===== src/jst_pkg.sv =====
// Shared types and constants for the job slot table.
`timescale 1ns / 1ps

package jst_pkg;

    localparam int SLOTS_DEF    = 16;
    localparam int KEY_BITS_DEF = 22;
    localparam int NUM_BITS     = 5;
    localparam int ST_BITS      = 2;
    localparam int OP_BITS      = 3;
    localparam int STATUS_BITS  = 2;

    localparam logic [ST_BITS-1:0] RUN_FG = 2'd1;

    typedef enum logic [OP_BITS-1:0] {
        OP_ADD      = 3'd0,
        OP_REMOVE   = 3'd1,
        OP_SET_KEY  = 3'd2,
        OP_SET_NUM  = 3'd3,
        OP_FIND_FG  = 3'd4,
        OP_FIND_KEY = 3'd5,
        OP_FIND_NUM = 3'd6,
        OP_CLEAR    = 3'd7
    } t_op;

    typedef enum logic [STATUS_BITS-1:0] {
        STS_OK       = 2'd0,
        STS_INVALID  = 2'd1,
        STS_NOTFOUND = 2'd2,
        STS_FULL     = 2'd3
    } t_status;

    typedef enum logic [1:0] {
        FSM_IDLE,
        FSM_SCAN,
        FSM_DONE
    } t_fsm;

endpackage


===== src/jst_cell.sv =====
// One slot cell of the rotating slot ring.
`timescale 1ns / 1ps

module jst_cell #(
    parameter int KEY_BITS = jst_pkg::KEY_BITS_DEF
) (
    input  logic                        i_clk,
    input  logic                        i_rst_n,
    input  logic                        i_shift,
    input  logic [KEY_BITS-1:0]         i_key,
    input  logic [jst_pkg::NUM_BITS-1:0] i_num,
    input  logic [jst_pkg::ST_BITS-1:0]  i_st,
    output logic [KEY_BITS-1:0]         o_key,
    output logic [jst_pkg::NUM_BITS-1:0] o_num,
    output logic [jst_pkg::ST_BITS-1:0]  o_st
);

    logic [KEY_BITS-1:0]          r_key;
    logic [jst_pkg::NUM_BITS-1:0] r_num;
    logic [jst_pkg::ST_BITS-1:0]  r_st;

    // take the neighbour's entry on every shift, hold otherwise
    always_ff @(posedge i_clk) begin
        if (!i_rst_n) begin
            r_key <= '0;
            r_num <= '0;
            r_st  <= '0;
        end else if (i_shift) begin
            r_key <= i_key;
            r_num <= i_num;
            r_st  <= i_st;
        end
    end

    assign o_key = r_key;
    assign o_num = r_num;
    assign o_st  = r_st;

endmodule


===== src/jst_ctrl.sv =====
// Scan controller: examines the ring head, writes back the tail, holds the result.
`timescale 1ns / 1ps

module jst_ctrl #(
    parameter int SLOTS    = jst_pkg::SLOTS_DEF,
    parameter int KEY_BITS = jst_pkg::KEY_BITS_DEF
) (
    input  logic                           i_clk,
    input  logic                           i_rst_n,
    // command
    input  logic                           i_cmd_valid,
    output logic                           o_cmd_ready,
    input  jst_pkg::t_op                   i_cmd_op,
    input  logic [KEY_BITS-1:0]            i_cmd_key,
    input  logic [jst_pkg::NUM_BITS-1:0]   i_cmd_num,
    input  logic [jst_pkg::ST_BITS-1:0]    i_cmd_st,
    // ring head and write-back
    input  logic [KEY_BITS-1:0]            i_head_key,
    input  logic [jst_pkg::NUM_BITS-1:0]   i_head_num,
    input  logic [jst_pkg::ST_BITS-1:0]    i_head_st,
    output logic                           o_shift,
    output logic [KEY_BITS-1:0]            o_wb_key,
    output logic [jst_pkg::NUM_BITS-1:0]   o_wb_num,
    output logic [jst_pkg::ST_BITS-1:0]    o_wb_st,
    // result
    output logic                           o_res_valid,
    input  logic                           i_res_ready,
    output jst_pkg::t_status               o_res_status,
    output logic [KEY_BITS-1:0]            o_res_key,
    output logic [jst_pkg::NUM_BITS-1:0]   o_res_num,
    output logic [jst_pkg::ST_BITS-1:0]    o_res_st
);

    localparam int CNT_W = (SLOTS > 1) ? $clog2(SLOTS) : 1;
    localparam int NW    = jst_pkg::NUM_BITS;
    localparam int SW    = jst_pkg::ST_BITS;

    jst_pkg::t_fsm    r_fsm, n_fsm;
    jst_pkg::t_op     r_op;
    logic [KEY_BITS-1:0] r_key;
    logic [NW-1:0]    r_num;
    logic [SW-1:0]    r_nst;
    logic [CNT_W-1:0] r_cnt, n_cnt;
    logic             r_found, n_found;
    logic [NW-1:0]    r_max, n_max;
    logic [NW-1:0]    r_next, n_next;
    logic [KEY_BITS-1:0] r_cap_key, n_cap_key;
    logic [NW-1:0]    r_cap_num, n_cap_num;
    logic [SW-1:0]    r_cap_st, n_cap_st;

    logic             r_ov, n_ov;
    jst_pkg::t_status r_o_status, n_o_status;
    logic [KEY_BITS-1:0] r_o_key, n_o_key;
    logic [NW-1:0]    r_o_num, n_o_num;
    logic [SW-1:0]    r_o_st, n_o_st;

    logic             occ, key_ok, num_ok, hit, accept;
    logic [NW:0]      inc_next, inc_max;
    jst_pkg::t_status fin_status;

    assign o_cmd_ready = (r_fsm == jst_pkg::FSM_IDLE);
    assign accept      = i_cmd_valid && o_cmd_ready;

    // wrap the next number to one once it would pass the slot count
    function automatic logic [NW-1:0] wrap_next(input logic [NW:0] n);
        logic [NW-1:0] w;
        if (n > (NW+1)'(SLOTS)) begin
            w = NW'(1);
        end else begin
            w = n[NW-1:0];
        end
        return w;
    endfunction

    always_ff @(posedge i_clk) begin
        if (!i_rst_n) begin
            r_fsm   <= jst_pkg::FSM_IDLE;
            r_cnt   <= '0;
            r_found <= 1'b0;
            r_max   <= '0;
            r_next  <= NW'(1);
            r_ov    <= 1'b0;
        end else begin
            r_fsm   <= n_fsm;
            r_cnt   <= n_cnt;
            r_found <= n_found;
            r_max   <= n_max;
            r_next  <= n_next;
            r_ov    <= n_ov;
        end
    end

    always_ff @(posedge i_clk) begin
        if (accept) begin
            r_op  <= i_cmd_op;
            r_key <= i_cmd_key;
            r_num <= i_cmd_num;
            r_nst <= i_cmd_st;
        end
        r_cap_key  <= n_cap_key;
        r_cap_num  <= n_cap_num;
        r_cap_st   <= n_cap_st;
        r_o_status <= n_o_status;
        r_o_key    <= n_o_key;
        r_o_num    <= n_o_num;
        r_o_st     <= n_o_st;
    end

    always_comb begin
        n_fsm      = r_fsm;
        n_cnt      = r_cnt;
        n_found    = r_found;
        n_max      = r_max;
        n_next     = r_next;
        n_cap_key  = r_cap_key;
        n_cap_num  = r_cap_num;
        n_cap_st   = r_cap_st;
        n_ov       = r_ov;
        n_o_status = r_o_status;
        n_o_key    = r_o_key;
        n_o_num    = r_o_num;
        n_o_st     = r_o_st;
        o_shift    = 1'b0;
        o_wb_key   = i_head_key;
        o_wb_num   = i_head_num;
        o_wb_st    = i_head_st;
        occ        = (i_head_key != '0);
        key_ok     = (r_key != '0);
        num_ok     = (r_num != '0);
        hit        = 1'b0;
        inc_next   = {1'b0, r_next} + (NW+1)'(1);
        inc_max    = {1'b0, r_max} + (NW+1)'(1);
        fin_status = jst_pkg::STS_OK;

        // drain the result register independently of the scan
        if (r_ov && i_res_ready) begin
            n_ov = 1'b0;
        end

        case (r_op)
            jst_pkg::OP_ADD: begin
                hit = key_ok && !occ;
            end
            jst_pkg::OP_REMOVE, jst_pkg::OP_SET_KEY, jst_pkg::OP_FIND_KEY: begin
                hit = key_ok && occ && (i_head_key == r_key);
            end
            jst_pkg::OP_SET_NUM, jst_pkg::OP_FIND_NUM: begin
                hit = num_ok && occ && (i_head_num == r_num);
            end
            jst_pkg::OP_FIND_FG: begin
                hit = occ && (i_head_st == jst_pkg::RUN_FG);
            end
            default: begin
                hit = 1'b0;
            end
        endcase
        hit = hit && !r_found;

        // final status from the scan flags
        case (r_op)
            jst_pkg::OP_ADD: begin
                if (!key_ok) begin
                    fin_status = jst_pkg::STS_INVALID;
                end else if (r_found) begin
                    fin_status = jst_pkg::STS_OK;
                end else begin
                    fin_status = jst_pkg::STS_FULL;
                end
            end
            jst_pkg::OP_REMOVE, jst_pkg::OP_SET_KEY, jst_pkg::OP_FIND_KEY: begin
                if (!key_ok) begin
                    fin_status = jst_pkg::STS_INVALID;
                end else if (r_found) begin
                    fin_status = jst_pkg::STS_OK;
                end else begin
                    fin_status = jst_pkg::STS_NOTFOUND;
                end
            end
            jst_pkg::OP_SET_NUM, jst_pkg::OP_FIND_NUM: begin
                if (!num_ok) begin
                    fin_status = jst_pkg::STS_INVALID;
                end else if (r_found) begin
                    fin_status = jst_pkg::STS_OK;
                end else begin
                    fin_status = jst_pkg::STS_NOTFOUND;
                end
            end
            jst_pkg::OP_FIND_FG: begin
                fin_status = r_found ? jst_pkg::STS_OK : jst_pkg::STS_NOTFOUND;
            end
            default: begin
                fin_status = jst_pkg::STS_OK;
            end
        endcase

        case (r_fsm)
            jst_pkg::FSM_IDLE: begin
                if (accept) begin
                    n_fsm   = jst_pkg::FSM_SCAN;
                    n_cnt   = '0;
                    n_found = 1'b0;
                    n_max   = '0;
                end
            end
            jst_pkg::FSM_SCAN: begin
                o_shift = 1'b1;
                if (hit) begin
                    case (r_op)
                        jst_pkg::OP_ADD: begin
                            o_wb_key = r_key;
                            o_wb_num = r_next;
                            o_wb_st  = r_nst;
                        end
                        jst_pkg::OP_REMOVE: begin
                            o_wb_key = '0;
                            o_wb_num = '0;
                            o_wb_st  = '0;
                        end
                        jst_pkg::OP_SET_KEY, jst_pkg::OP_SET_NUM: begin
                            o_wb_st = r_nst;
                        end
                        default: begin
                            o_wb_st = i_head_st;
                        end
                    endcase
                    n_found = 1'b1;
                    // a removal reports the slot as it was before it was freed
                    if (r_op == jst_pkg::OP_REMOVE) begin
                        n_cap_key = i_head_key;
                        n_cap_num = i_head_num;
                        n_cap_st  = i_head_st;
                    end else begin
                        n_cap_key = o_wb_key;
                        n_cap_num = o_wb_num;
                        n_cap_st  = o_wb_st;
                    end
                end
                if (r_op == jst_pkg::OP_CLEAR) begin
                    o_wb_key = '0;
                    o_wb_num = '0;
                    o_wb_st  = '0;
                end
                // largest number among the slots that stay
                if (!(hit && r_op == jst_pkg::OP_REMOVE) && (i_head_num > r_max)) begin
                    n_max = i_head_num;
                end
                if (r_cnt == CNT_W'(SLOTS - 1)) begin
                    n_fsm = jst_pkg::FSM_DONE;
                end else begin
                    n_cnt = r_cnt + CNT_W'(1);
                end
            end
            jst_pkg::FSM_DONE: begin
                if (!r_ov || i_res_ready) begin
                    n_ov       = 1'b1;
                    n_o_status = fin_status;
                    if (fin_status == jst_pkg::STS_OK && r_found) begin
                        n_o_key = r_cap_key;
                        n_o_num = r_cap_num;
                        n_o_st  = r_cap_st;
                    end else begin
                        n_o_key = '0;
                        n_o_num = '0;
                        n_o_st  = '0;
                    end
                    if (r_found && r_op == jst_pkg::OP_ADD) begin
                        n_next = wrap_next(inc_next);
                    end else if (r_found && r_op == jst_pkg::OP_REMOVE) begin
                        n_next = wrap_next(inc_max);
                    end
                    n_fsm = jst_pkg::FSM_IDLE;
                end
            end
            default: begin
                n_fsm = jst_pkg::FSM_IDLE;
            end
        endcase
    end

    assign o_res_valid  = r_ov;
    assign o_res_status = r_o_status;
    assign o_res_key    = r_o_key;
    assign o_res_num    = r_o_num;
    assign o_res_st     = r_o_st;

endmodule


===== src/job_slot_table_top.sv =====
// Top level of the job slot table: slot ring and scan controller.
`timescale 1ns / 1ps

// Job slot table. SLOTS slots, each a process key, a job number and a run
// state, live in a ring of cells that rotates by one slot per cycle while a
// command is worked on. Every command (add, remove by key, set state by key
// or number, find foreground, find by key or number, clear all) makes one
// full turn of the ring, so the controller sees every slot in index order,
// matches or rewrites it as it passes, and the ring is back in order at the
// end. After its transfer on the input, a command scans all SLOTS slots
// in turn, then its result moves from the done state into the output
// register. A new command is taken only once the previous one has left
// the scan and its result has been written to the output register, so
// commands do not overlap in the ring. The result register holds
// one finished result while the next command is already scanning; if it is
// still occupied when that scan ends, the block waits for the master side
// to drain it. A removal also finds the largest remaining job number during
// the same turn, so the next number is ready without a second pass. Key or
// number zero is rejected, and the next job number wraps to one once it
// would exceed SLOTS. There are no configuration registers and no clearing
// pass after reset: the ring resets to all slots free with the next number
// set to one.

module job_slot_table_top #(
    parameter int SLOTS    = jst_pkg::SLOTS_DEF,
    parameter int KEY_BITS = jst_pkg::KEY_BITS_DEF
) (
    input  logic                  i_clk,
    input  logic                  i_rst_n,
    // command stream
    input  logic                  i_s_tvalid,
    output logic                  o_s_tready,
    // fields from bit 0: proc_key, job_num, new_state, zero padding
    input  logic [((KEY_BITS + jst_pkg::NUM_BITS + jst_pkg::ST_BITS + 7) / 8) * 8 - 1:0]
                                  i_s_tdata,
    // fields from bit 0: op
    input  logic [jst_pkg::OP_BITS-1:0] i_s_tuser,
    // result stream
    output logic                  o_m_tvalid,
    input  logic                  i_m_tready,
    // fields from bit 0: out_key, out_num, out_state, zero padding
    output logic [((KEY_BITS + jst_pkg::NUM_BITS + jst_pkg::ST_BITS + 7) / 8) * 8 - 1:0]
                                  o_m_tdata,
    // fields from bit 0: status
    output logic [jst_pkg::STATUS_BITS-1:0] o_m_tuser
);

    localparam int NW     = jst_pkg::NUM_BITS;
    localparam int SW     = jst_pkg::ST_BITS;
    localparam int FLD_W  = KEY_BITS + NW + SW;
    localparam int IN_W   = ((FLD_W + 7) / 8) * 8;
    localparam int PAD_W  = IN_W - FLD_W;

    logic [KEY_BITS-1:0] w_key [SLOTS];
    logic [NW-1:0]       w_num [SLOTS];
    logic [SW-1:0]       w_st  [SLOTS];

    logic                w_shift;
    logic [KEY_BITS-1:0] w_wb_key;
    logic [NW-1:0]       w_wb_num;
    logic [SW-1:0]       w_wb_st;

    jst_pkg::t_status    w_res_status;
    logic [KEY_BITS-1:0] w_res_key;
    logic [NW-1:0]       w_res_num;
    logic [SW-1:0]       w_res_st;

    // ring: each cell takes its upper neighbour, the top cell takes the write-back
    for (genvar g = 0; g < SLOTS; g++) begin : g_cell
        logic [KEY_BITS-1:0] w_in_key;
        logic [NW-1:0]       w_in_num;
        logic [SW-1:0]       w_in_st;

        if (g == SLOTS - 1) begin : g_tail
            assign w_in_key = w_wb_key;
            assign w_in_num = w_wb_num;
            assign w_in_st  = w_wb_st;
        end else begin : g_mid
            assign w_in_key = w_key[g+1];
            assign w_in_num = w_num[g+1];
            assign w_in_st  = w_st[g+1];
        end

        jst_cell #(
            .KEY_BITS (KEY_BITS)
        ) u_cell (
            .i_clk   (i_clk),
            .i_rst_n (i_rst_n),
            .i_shift (w_shift),
            .i_key   (w_in_key),
            .i_num   (w_in_num),
            .i_st    (w_in_st),
            .o_key   (w_key[g]),
            .o_num   (w_num[g]),
            .o_st    (w_st[g])
        );
    end

    jst_ctrl #(
        .SLOTS    (SLOTS),
        .KEY_BITS (KEY_BITS)
    ) u_ctrl (
        .i_clk        (i_clk),
        .i_rst_n      (i_rst_n),
        .i_cmd_valid  (i_s_tvalid),
        .o_cmd_ready  (o_s_tready),
        .i_cmd_op     (jst_pkg::t_op'(i_s_tuser)),
        .i_cmd_key    (i_s_tdata[KEY_BITS-1:0]),
        .i_cmd_num    (i_s_tdata[KEY_BITS+NW-1:KEY_BITS]),
        .i_cmd_st     (i_s_tdata[FLD_W-1:KEY_BITS+NW]),
        .i_head_key   (w_key[0]),
        .i_head_num   (w_num[0]),
        .i_head_st    (w_st[0]),
        .o_shift      (w_shift),
        .o_wb_key     (w_wb_key),
        .o_wb_num     (w_wb_num),
        .o_wb_st      (w_wb_st),
        .o_res_valid  (o_m_tvalid),
        .i_res_ready  (i_m_tready),
        .o_res_status (w_res_status),
        .o_res_key    (w_res_key),
        .o_res_num    (w_res_num),
        .o_res_st     (w_res_st)
    );

    // pack the result; padding bits stay zero
    if (PAD_W > 0) begin : g_pad
        assign o_m_tdata = {{PAD_W{1'b0}}, w_res_st, w_res_num, w_res_key};
    end else begin : g_nopad
        assign o_m_tdata = {w_res_st, w_res_num, w_res_key};
    end

    assign o_m_tuser = w_res_status;

endmodule


===== config.mk =====
export PLATFORM = sky130hd
export DESIGN_NAME = job_slot_table_top
export DESIGN_NICKNAME = d
export VERILOG_FILES = /design/src/jst_pkg.sv /design/src/jst_cell.sv /design/src/jst_ctrl.sv /design/src/job_slot_table_top.sv
export SDC_FILE = /design/constraint.sdc
export NUM_CORES = 1
export LEC_CHECK = 0
export BUFFER_PORTS_ARGS = -buffer_cell sky130_fd_sc_hd__buf_2
export CORE_MARGIN = 4
export CORE_UTILIZATION = 35
export CTS_CLUSTER_SIZE = 10
export DETAILED_ROUTE_END_ITERATION = 12
export PLACE_DENSITY = 0.5
export SLEW_MARGIN = 20
export SYNTH_ARGS = -nofsm -noshare
export SYNTH_HDL_FRONTEND = slang
export SYNTH_SLANG_ARGS = --single-unit

===== constraint.sdc =====
create_clock -name i_clk -period 4.7 [get_ports i_clk]
set_clock_uncertainty 0.2 [all_clocks]
set_input_delay 0.705 -clock i_clk [delete_from_list [all_inputs] [get_ports i_clk]]
set_output_delay 0.705 -clock i_clk [all_outputs]
set_load 0.02 [all_outputs]

=== Yosys cells after proc, flatten, opt, wreduce, memory -nomap -nowiden ===
Index checks and enable logic that the tools add are counted.

* Memory bits (writable): 0
* ROM bits: 0
* Bits in latches: 0
* Bits in registers: 574
* Output and inout port bits: 36
* Memories kept: 0
* Word-level logic and storage cells: 170

* Add/subtract/negate cells: 3
* Multiplexer cells: 43
* Divide/modulo/power cells: 0
* Eq/ne operators: 19
* Reductions and logical operators: 37
* Bitwise logic cells: 0
* $lt $le $gt $ge: 3
* Shift operators: 0
* $mul: 0

{| class="wikitable"
|+ Operator list
! cell !! number
|-
| two-way mux 22 bit || 4
|-
| two-way mux 5 bit || 10
|-
| case mux 22 bit (2 select lines) || 1
|-
| nonzero test 22 bit || 2
|-
| two-way mux 2 bit || 12
|-
| equality test 22 bit || 1
|-
| case mux 5 bit (2 select lines) || 2
|-
| AND reduction 3 bit || 5
|-
| logical AND 1 bit || 14
|-
| adder 5 x 1 -> 6 bit, second input constant || 2
|-
| equality test 3 bit, second input constant || 4
|-
| greater-than comparator 6 x 5 -> 1 bit, second input constant || 2
|-
| two-way mux 4 bit || 2
|-
| inequality test 2 x 1 -> 1 bit, second input constant || 4
|-
| case mux 2 bit (4 select lines) || 1
|-
| case mux 4 bit (2 select lines) || 1
|-
| equality test 3 x 2 -> 1 bit, second input constant || 2
|-
| two-way mux 1 bit || 6
|-
| case mux 2 bit (3 select lines) || 1
|-
| OR reduction 3 bit || 2
|-
| equality test 5 bit || 1
|-
| greater-than comparator 5 bit || 1
|-
| nonzero test 5 bit || 1
|-
| adder 4 x 1 -> 4 bit, second input constant || 1
|-
| 15 further kinds || 23
|}

=== Longest topological paths before layout ===
Gate-level depths: netlist of the first run.

* Depth after elaboration: 10
* Gate-level depth with buffers: 11
* Mapped depth without buffers: 10

=== Modules after synthesis ===
From an unflattened synthesis of the first run, not the netlist that was laid out.

* Cells, all modules: 1926
* Area total of the unflattened synthesis: 23068.4 µm²

{| class="wikitable"
|+ Modules (own cells, without submodules)
! module !! area each (µm²) !! instances !! sequential area each (µm²) !! cells an instance
|-
| jst_cell || 1103.6 || 16 || 580.6 || 93
|-
| jst_ctrl || 5385.2 || 1 || 3123.0 || 434
|-
| job_slot_table_top || 26.3 || 1 || 0.0 || 4
|}

=== Worst setup path after synthesis of the first run ===
OpenSTA, ideal clock, no wires.

* Kind: input -> register
* From: input i_m_tready
* To: register u_ctrl.r_next[2]
* Data required time: 4385 ps
* Setup time: 115 ps
* Path buffers: 0
* Data arrival time: 3267 ps
* Setup slack: 1118 ps
* Stages: 6
* Path through: nand2b_1 -> nor2b_1 -> nand3_1 -> o21ai_0 -> o21ai_0 -> and2_1

* Longest elaborated chain between the ends: 2

{| class="wikitable"
|+ Ends and longest elaborated chain
! what !! RTL line !! text
|-
| from (decl) || job_slot_table_top.sv:40 || <nowiki>input logic i_m_tready,</nowiki>
|-
| logical OR 1 bit || jst_ctrl.sv:254 || <nowiki>if (!r_ov || i_res_ready) begin</nowiki>
|-
| AND reduction 3 bit (no line) || -- ||
|-
| to (signal assigned) || jst_ctrl.sv:88 || <nowiki>r_next <= n_next;</nowiki>
|-
| to (decl) || jst_ctrl.sv:46 || <nowiki>logic [NW-1:0] r_next, n_next;</nowiki>
|}

No other way between the ends.
A chain may end at the register's enable or synchronous reset.

=== Worst setup path in the final report of the first run ===
* From: register u_ctrl.r_key[20]
* To: register g_cell[15].u_cell.r_key[16]

* Longest elaborated chain between the ends: 8
* Elaborated cells between the ends (all ways): 10
* Classes of those cells: 1 x eq/ne; 4 x mux; 5 x reduce/logical

{| class="wikitable"
|+ Ends and longest elaborated chain
! what !! RTL line !! text
|-
| from (decl) || jst_ctrl.sv:40 || <nowiki>logic [KEY_BITS-1:0] r_key;</nowiki>
|-
| from (signal assigned) || jst_ctrl.sv:96 || <nowiki>r_key <= i_cmd_key;</nowiki>
|-
| nonzero test 22 bit || jst_ctrl.sv:128 || <nowiki>key_ok = (r_key != '0);</nowiki>
|-
| logical AND 1 bit (2 in a row) || jst_ctrl.sv:145 || <nowiki>hit = key_ok && occ && (i_head_key == r_key);</nowiki>
|-
| case mux 1 bit (4 select lines) (*) || jst_ctrl.sv:140 || <nowiki>case (r_op)</nowiki>
|-
| logical AND 1 bit (*) || jst_ctrl.sv:157 || <nowiki>hit = hit && !r_found;</nowiki>
|-
| two-way mux 22 bit (*) || jst_ctrl.sv:207 || <nowiki>if (hit) begin</nowiki>
|-
| two-way mux 22 bit (*) || jst_ctrl.sv:238 || <nowiki>if (r_op == jst_pkg::OP_CLEAR) begin</nowiki>
|-
| two-way mux 22 bit (*) || jst_ctrl.sv:196 || <nowiki>case (r_fsm)</nowiki>
|-
| to (signal assigned) || jst_cell.sv:29 || <nowiki>r_key <= i_key;</nowiki>
|-
| to (decl) || jst_cell.sv:18 || <nowiki>logic [KEY_BITS-1:0] r_key;</nowiki>
|}

Mark *: on every way between the ends. The rest lies on a longest branch, timed or not.

==> flow_summary.toml, run 1 <==
[setup_path]
critPathKind = "flip-flop to flip-flop"
crit_arrival_ps = 3550
cp.required_ps = 5030
cp_max_fo = 22
r2r_setup_slack_ps = 1470
r2r_start = "u_ctrl.r_key[20]"
crit_path_start_kind = "flip-flop"
timing.rr.end = "g_cell[15].u_cell.o_key[16]"
r2r_cells = 7
end_kind = "flip-flop"

[logic_synthesis]
async_flop_share = 0
synth_top_area_share = 0.436
ys_types = 52
yosys.area.top_type = "dfxtp_1"
synth-edff-count = 92
yosys_warnings = 0
netlist_area_um2 = 22100
yosys_register_bits = 574
yosysSeqAreaShare = 0.561
synthCells = 2480
synthTopCellsByArea = "dfxtp_1, nand2_1, a21boi_0, edfxtp_1, clkbuf_1"
synth_ff_type = "dfxtp_1"
syn_area_per_cell_um2 = 8.93

[floorplan]
dieArea_um2 = 67400
initial_core_util = 0.356
ioPinCount = 75
rows = 91
die_y_um = 260
die_w_um = 260
coreArea_um2 = 62200

[clock_tree]
clk_latency_ps = 590
clk_pin_slew_ps = 60
numCtsBuffers = 68
post_cts_buffers = 0
cts_tree = "yes"
clock_path_buffers = 3
holdBufCountCts = 0
cts_resized = 0
clock-sinks = 574
htreeDepth = 3
root_buffer = "clkbuf_16"

[placement]
dpl_cell_area_um2 = 23100
pre_cts_ws_ps = 1450
io_buffers = 68
place.gp.congestion = 0.811
dpl.hpwl_mm = 27.2

[global_route]
grt_max_degree = 228
grtUsageTotal = 0.135
antenna_found_initial = 1
grt_pass1_wl_mm = 76.3
overflow = 0
first_global_vias = 14937

[sta]
hold_viol = 0
timing.final.crit_share = 0.687
finalCriticalPeriod_ps = 3230
setup_viol = 0
tns_ps = 0
drv_slew = 0
setup_slack_ps = 1470
clock.fmax_mhz = 310
max_slew_margin = 0.233
rsz0062_at_grt = "no"
worst_pin_slew_ps = 1150

[finish]
nets = 2507
diodes = 0
area_growth_syn_to_layout_pct = 12.7
drive_gt1_frac = 0.0716
design_area_um2 = 25000

[route]
route.detailed.drc = 0
drtIter0Drc = 1109
routedWlPerCell_um = 14.0
via_per_inst = 4.80
wirelength_mm = 46.4
vias = 15938
dr.pass1.iters = 5
ant_nets = 0

[flow_run]
drv_cap = 0

[power]
p_per_area_nw_per_um2 = 404
power_mw = 10.1
p_leak_nw = 8.25
ir_drop_mv = 0.226

[min_path]
hold_start = "i_s_tdata[14]"
hold_depth = 1
hold_class = "primary input to flip-flop"
hold_end = "u_ctrl.r_key[14]"

[run_status]
status = "finished clean"
==> sequential cells by signal (all words and copies together) (netlist names) <==
name	count
u_ctrl.r_cap_st	2
u_ctrl.o_res_key	22
u_ctrl.o_res_valid	1
u_ctrl.r_fsm	2
u_ctrl.r_num	5
u_ctrl.o_res_st	2
u_ctrl.r_nst	2
u_ctrl.r_cnt	4
g_cell.u_cell.o_num	80
u_ctrl.o_res_status	2
u_ctrl.r_found	1
g_cell.u_cell.o_key	352
u_ctrl.r_cap_num	5
g_cell.u_cell.o_st	32
u_ctrl.r_key	22
u_ctrl.r_max	5
u_ctrl.o_res_num	5
u_ctrl.r_op	3
u_ctrl.r_cap_key	22
u_ctrl.r_next	5
==> stage by stage <==
step                hold WS, ps  std cells  utilization
finish                      122       3322        0.401
global route               94.3       3322        0.401
CTS                        81.7       3322        0.401
detailed placement          256       3225        0.371
global placement            247       3225        0.371
floorplan                   241       2482            -
==> cells by family (layout without fill, tap and decap cells) <==
family,Yosys count,after routing,share of synthesized area
AND/OR/NAND/NOR,1153,1153,0.209
other,1,3,0.000169
AO/OA/AOI/OAI,512,512,0.174
adder cells (fa/ha/maj),10,10,0.00565
buffers and inverters,189,192,0.0343
XOR/XNOR,32,32,0.0127
flip-flops,574,574,0.561
multiplexers,9,9,0.00418
==> synth_stat cells, types with 2 or more instances <==
| cell type | n |
|---|---|
| a21boi_0 | 437 |
| nor2_1 | 17 |
| clkbuf_1 | 169 |
| and2_1 | 39 |
| nor3_1 | 5 |
| ha_1 | 10 |
| a31oi_1 | 3 |
| or4_1 | 4 |
| or3_1 | 2 |
| a21oi_1 | 12 |
| o21a_1 | 2 |
| xnor2_1 | 9 |
| o21ai_0 | 17 |
| buf_4 | 5 |
| o211ai_1 | 2 |
| nand2_1 | 1022 |
| nand2b_1 | 8 |
| buf_6 | 4 |
| dfxtp_1 | 482 |
| edfxtp_1 | 92 |
| and3_1 | 3 |
| xor2_1 | 23 |
| inv_1 | 9 |
| mux2_2 | 2 |
| nand4_1 | 6 |
| nor4_1 | 14 |
| nand3_1 | 20 |
| o22ai_1 | 2 |
| mux2i_1 | 7 |
| a32oi_1 | 27 |
| nor2b_1 | 4 |
| a22oi_1 | 2 |
==> layout make-up <==
type                            instances  area, µm²
Multi-Input combinational cell       1719       9010
Clock inverter                          6       63.8
Clock buffer                           91       1830
Sequential cell                       574      12400
Inverter                                9       33.8
Fill cell                            6250      37200
Timing Repair Buffer                   86        561
Tap cell                              837       1050
==> power breakdown <==
part | internal (mW) | leakage [nW] | total (mW) | switching, mW
Clock | 2.70 | 0.920 | 4.62 | 1.92
Sequential | 5.02 | 4.72 | 5.05 | 0.0301
Combinational | 0.104 | 2.61 | 0.425 | 0.321
==> critical path: stages, from the launching register on <==
cell and delay, ps:
edfxtp_1 460, or4_1 640, or4_4 540, a221oi_4 430, o41a_1 380, buf_4 340
nand2_1 90, nand2_1 70
==> layer usage <==
layer	GRT usage	share of wire	routed length (µm)
met5	0	0	0
met4	0.0469	0.024	1100
met3	0.0296	0.054	2530
met2	0.197	0.41	18800
met1	0.197	0.52	24000
==> layout by cell type (no fill, tap or decap), types with 7 or more instances in the layout <==
master     instances
inv_1              9
a21boi_0         437
mux2i_1            7
ha_1              10
nand3_1           20
nand2_1         1022
buf_2             67
nor2_1            16
clkbuf_1          20
buf_4             12
xor2_1            23
nand2b_1           7
o21ai_0           17
a21oi_1           12
a32oi_1           27
edfxtp_1          92
dfxtp_1          482
nor4_1            14
xnor2_1            9
clkbuf_16         69
and2_1            39
==> how the worst max path moves through the flow <==
stage / slack, ps / from / end / cells after the start
floorplan: 1120 / i_m_tready / u_ctrl.r_next[2] / 6
global placement: 1550 / u_ctrl.r_op[1] / u_ctrl.r_cap_key[17] / 8
detailed placement: 1450 / u_ctrl.r_key[4] / u_ctrl.o_res_key[20] / 7
CTS: 1440 / u_ctrl.r_key[20] / u_ctrl.o_res_key[20] / 6
global route: 1270 / u_ctrl.r_op[1] / g_cell[15].u_cell.o_key[2] / 9
finish: 1470 / u_ctrl.r_key[20] / g_cell[15].u_cell.o_key[16] / 7
No activity file was read; power rests on OpenSTA's default activity.
==> run 2: changes to the inputs <==
Clock period 4.7 ns to 3.35 ns, I/O delays scaled along.
==> flow_summary.toml, run 2 (synthesized netlist as in run 1, its figures left out) <==
[finish]
nets = 2555
layout_commonest_cell = "nand2_1"
fillCellCount = 6191
final_cell_mix = "nand2_1, dfxtp_1, a21boi_0"
finalNonFillerCells = 3370
area_growth_syn_to_layout_pct = 15.0
drive_gt1_frac = 0.0774
largest_reg_flops = 352
diodes = 0

[clock_tree]
clk_pin_slew_ps = 50
clk_latency_ps = 590
numCtsBuffers = 68
cts_tree = "yes"
cts_resized = 0
root_buffer = "clkbuf_16"
htreeDepth = 3
clock-sinks = 574
clock_path_buffers = 3

[global_route]
overflow = 0
grt_max_degree = 159
first_global_vias = 15243
grtUsageTotal = 0.142
grt_pass1_wl_mm = 79.5
antenna_found_initial = 2

[route]
dr.pass1.iters = 4
route.detailed.drc = 0
vias = 16267
routedWlPerCell_um = 14.4
drtIter0Drc = 1045
ant_nets = 0
via_per_inst = 4.83
wirelength_mm = 48.4

[setup_path]
crit_arrival_ps = 3200
crit_slowest_cell = "edfxtp_1"
cp.required_ps = 3410
crit_path_start_kind = "flip-flop"
crit_buf_inv = 1
end_kind = "flip-flop"
cp_max_fo = 29
critPathKind = "flip-flop to flip-flop"
crit_family = "simple AND/OR/NAND/NOR gates"
slowest_delay_ps = 570
worstPathCellList = "nor2_4 -> a21oi_1 -> or4_1 -> o31ai_2 -> a221oi_4 -> nor2_2 -> and3_1 -> buf_4"

[power]
ir_drop_mv = 0.292
p_seq_frac = 0.495
netSwitchingFraction = 0.225
p_per_area_nw_per_um2 = 561
p_int_mw = 11.1
p_switching_mw = 3.22
power_frac_clock = 0.459
comb_power_share = 0.046
p_leak_nw = 8.49

[placement]
post-place-cells = 3241
pre_cts_ws_ps = 214
place.gp.congestion = 0.837
dpl.hpwl_mm = 28.7
io_buffers = 68

[sta]
timing.hold.ws_ps = 93.4
rsz0062_at_grt = "no"
finalCriticalPeriod_ps = 3140
setup_viol = 0
clock.fmax_mhz = 318
worst_pin_slew_ps = 739
timing.final.crit_share = 0.938
hold_viol = 0
tns_ps = 0
drv_slew = 0
max_slew_margin = 0.507
setup_slack_ps = 206

[floorplan]
initial_core_util = 0.356
die_w_um = 260
dieArea_um2 = 67400
die_y_um = 260
coreArea_um2 = 62200
ioPinCount = 75
rows = 91

[min_path]
hold_class = "primary input to flip-flop"

[run_status]
status = "finished clean"

[flow_run]
drv_cap = 0
run 2: cell count changes in the layout (fill, tap and decap cells not counted), sizes merged:
cell | before | now
inv | 12 | 13
clkinv | 3 | 2
buf | 86 | 102
dlygate4sd3 | 0 | 32
run 2: path summary, 6_finish.rpt:
kind              slack, ps                          to  cells past startpoint                        from
setup / recovery        210        u_ctrl.r_cap_key[15]                      8              u_ctrl.r_op[2]
hold reg to reg         250  g_cell[3].u_cell.o_key[10]                      2  g_cell[4].u_cell.o_key[10]
hold / removal           90  g_cell[9].u_cell.o_key[16]                      2                     i_rst_n
setup reg to reg        210        u_ctrl.r_cap_key[15]                      8              u_ctrl.r_op[2]
run 2: worst reg2reg max path: cells and delay by family, from the launching register on:
kind | cells | cell delay [ps]
buffers and inverters | 1 | 350
AOI/OAI and AO/OA | 3 | 540
DFF | 1 | 570
and+or+nand+nor | 4 | 1140
run 2: final cells by class:
type / count / area (µm²) / area share
flip-flops and latches: 574 / 12400 / 0.487
multi-input cells: 1719 / 9010 / 0.354
well taps: 837 / 1050 / 0.0411
repair buffers: 134 / 1050 / 0.0413
clock inverters: 6 / 56.3 / 0.00221
inverters: 9 / 33.8 / 0.00133
clock buffers: 91 / 1860 / 0.0730
run 2: layer usage:
layer | wire (µm) | track usage | share of wire | vias up
li1 | - | - | - | 8180
met1 | 24300 | 0.206 | 0.50 | 7688
met2 | 20200 | 0.210 | 0.42 | 331
met3 | 2870 | 0.0295 | 0.059 | 68
met4 | 980 | 0.0466 | 0.020 | 0
met5 | 0 | 0 | 0 | -
run 2: power groups by stage:
stage / Sequential (mW) / Clock (mW) / Combinational, mW
CTS: 7.07 / 6.81 / 0.675
detailed placement: 7.22 / 0 / 0.643
finish: 7.08 / 6.55 / 0.660
global placement: 7.22 / 0 / 0.644
global route: 7.07 / 7.08 / 0.723
floorplan: 7.20 / 0 / 0.442
run 2: what timing repair did:
action	4_1_cts	5_1_grt
buffers inserted	0	0
hold endpoints to repair	32	0
hold buffers	32	0
run 2: per-stage QoR:
| stage | util | cell area, µm² | total power [mW] |
|---|---|---|---|
| 2_1_floorplan | - | 22200 | 7.64 |
| 3_3_place_gp | 0.374 | 23200 | 7.86 |
| 3_5_place_dp | 0.374 | 23200 | 7.86 |
| 4_1_cts | 0.410 | 25500 | 14.6 |
| 5_1_grt | 0.410 | 25500 | 14.9 |
| 6_report | 0.410 | 25500 | 14.3 |
==> run 3: changes to the inputs <==
Settings changed: ABC_AREA set to 1, CORE_MARGIN 4 to unset.
==> flow_summary.toml, run 3 <==
[logic_synthesis]
ys_types = 39
netlist_area_um2 = 21600
synth-edff-count = 92
syn_area_per_cell_um2 = 8.00
synth_common_cells = "nor2_1, o21ai_0, dfxtp_1"
yosys_warnings = 0
yosys_register_bits = 574
synth_ff_type = "dfxtp_1"
synth_top_area_share = 0.447
synth_most_common_cell = "nor2_1"
yosys.area.top_type = "dfxtp_1"
yosysSeqAreaShare = 0.575
async_flop_share = 0
synthCells = 2698
synthTopCellsByArea = "dfxtp_1, nor2_1, edfxtp_1, o21ai_0, nand2_1"

[min_path]
hold_depth = 4
hold_class = "primary input to flip-flop"
hold_start = "i_m_tready"
hold_end = "u_ctrl.r_fsm[1]"

[route]
ant_nets = 0
dr.pass1.iters = 5
route.detailed.drc = 0
via_per_inst = 4.79
drtIter0Drc = 1186
wirelength_mm = 50.8
vias = 16896
routedWlPerCell_um = 14.4

[sta]
finalCriticalPeriod_ps = 2720
clock.fmax_mhz = 368
rsz0062_at_grt = "no"
max_slew_margin = 0.419
tns_ps = 0
hold_viol = 0
timing.final.crit_share = 0.812
setup_slack_ps = 629
timing.hold.ws_ps = 72.6
drv_slew = 0
setup_viol = 0
worst_pin_slew_ps = 872

[finish]
post-route-util = 0.408
finalNonFillerCells = 3525
drive_gt1_frac = 0.0733
area_growth_syn_to_layout_pct = 14.6
diodes = 0
layout_commonest_cell = "nor2_1"
design_area_um2 = 24800
final_cell_mix = "nor2_1, o21ai_0, dfxtp_1"
largest_reg_flops = 352
nets = 2767

[floorplan]
rows = 90
die_y_um = 250
coreArea_um2 = 60700
ioPinCount = 75
initial_core_util = 0.356
dieArea_um2 = 62700
die_w_um = 250

[clock_tree]
post_cts_buffers = 0
holdBufCountCts = 32
clk_latency_ps = 610
cts_resized = 0
numCtsBuffers = 68
htreeDepth = 3
clock-sinks = 574
clock_path_buffers = 3
root_buffer = "clkbuf_16"
clk_pin_slew_ps = 60
cts_tree = "yes"

[setup_path]
crit_path_start_kind = "flip-flop"
cp.required_ps = 3630
end_kind = "flip-flop"
crit_arrival_ps = 3000
r2r_setup_slack_ps = 630
r2r_start = "u_ctrl.r_op[1]"
r2r_cells = 13
cp_max_fo = 29
cp-startpoint = "u_ctrl.r_op[1]"
timing.rr.end = "g_cell[15].u_cell.o_key[9]"
critPathKind = "flip-flop to flip-flop"

[global_route]
grtUsageTotal = 0.162
grt_pass1_wl_mm = 83.3
grt_max_degree = 230
first_global_vias = 15896
antenna_found_initial = 0
overflow = 0

[run_status]
status = "finished clean"

[placement]
dpl.hpwl_mm = 29.6
pre_cts_ws_ps = 608
place.gp.congestion = 0.847
post-place-cells = 3398
io_buffers = 68
dpl_cell_area_um2 = 22500

[power]
p_leak_nw = 10.6
power_mw = 17.2
p_per_area_nw_per_um2 = 693
ir_drop_mv = 0.305

[flow_run]
drv_cap = 0
-- run 3: cell types whose count changed after synthesis, moves of 16 or more --
cell      previous run  this run
o21ai_0             17       501
clkbuf_1           169       140
xor2_1              23         7
inv_1                9       105
buf_2                1        30
a21oi_1             12        70
nand2_1           1022       256
and2_1              39         0
a21boi_0           437         0
nor2_1              17       890
nand3_1             20        46
a32oi_1             27         0
-- run 3: worst max-delay path, stage by stage (launching register included) --
cell and delay [ps]:
edfxtp_1 500, nor2_1 180, inv_1 80, nor2_4 80, buf_4 240, nor2_1 70
nor2_1 120, nand2_2 80, nand2_4 110, nand2_2 440, nand2_1 190, nand2_1 90
nand2_1 130, a21oi_1 80
-- run 3: how the worst max path moves through the flow --
| stage | to | slack, ps | cells after the start |
|---|---|---|---|
| after global placement | g_cell[15].u_cell.o_key[10] | 610 | 13 |
| final | g_cell[15].u_cell.o_key[9] | 630 | 13 |
| after global routing | g_cell[15].u_cell.o_key[21] | 370 | 13 |
| after floorplan | u_ctrl.r_next[3] | 560 | 7 |
| after detailed placement | g_cell[15].u_cell.o_key[21] | 610 | 13 |
| after CTS | g_cell[15].u_cell.o_key[21] | 570 | 13 |
-- run 3: kinds of logic (layout without fill, tap and decap cells) --
| group | Yosys count | in the layout | synth area share |
|---|---|---|---|
| AND/OR/NAND/NOR | 1232 | 1232 | 0.224 |
| AO/OA/AOI/OAI | 583 | 583 | 0.137 |
| flip-flops | 574 | 574 | 0.575 |
| buffers and inverters | 288 | 331 | 0.0545 |
| adder cells (fa/ha/maj) | 10 | 10 | 0.00579 |
| XOR/XNOR | 10 | 10 | 0.00406 |
| other | 1 | 3 | 0.000174 |
-- run 3: layout make-up --
type                       instances  area (µm²)
sequential                       574       12400
inverter                         108         413
timing repair buffer             128         993
clock inverter                     6         108
multi-input combinational       1838        8040
tap                              782         978
clock buffer                      89        1810
fill                            6130       35900
-- run 3: per-layer routing --
layer / routed length (µm) / track usage / up-vias
met4: 1220 / 0.0536 / 0
met1: 25400 / 0.229 / 7849
met5: 0 / 0 / -
met3: 1890 / 0.0299 / 84
li1: - / - / 8713
met2: 22200 / 0.246 / 250
-- run 3: power breakdown --
| group | leakage [nW] | internal [mW] | total, mW | switching [mW] |
|---|---|---|---|---|
| clock network | 0.931 | 3.79 | 6.62 | 2.83 |
| logic | 4.83 | 0.736 | 2.32 | 1.58 |
| registers | 4.83 | 7.82 | 8.23 | 0.406 |
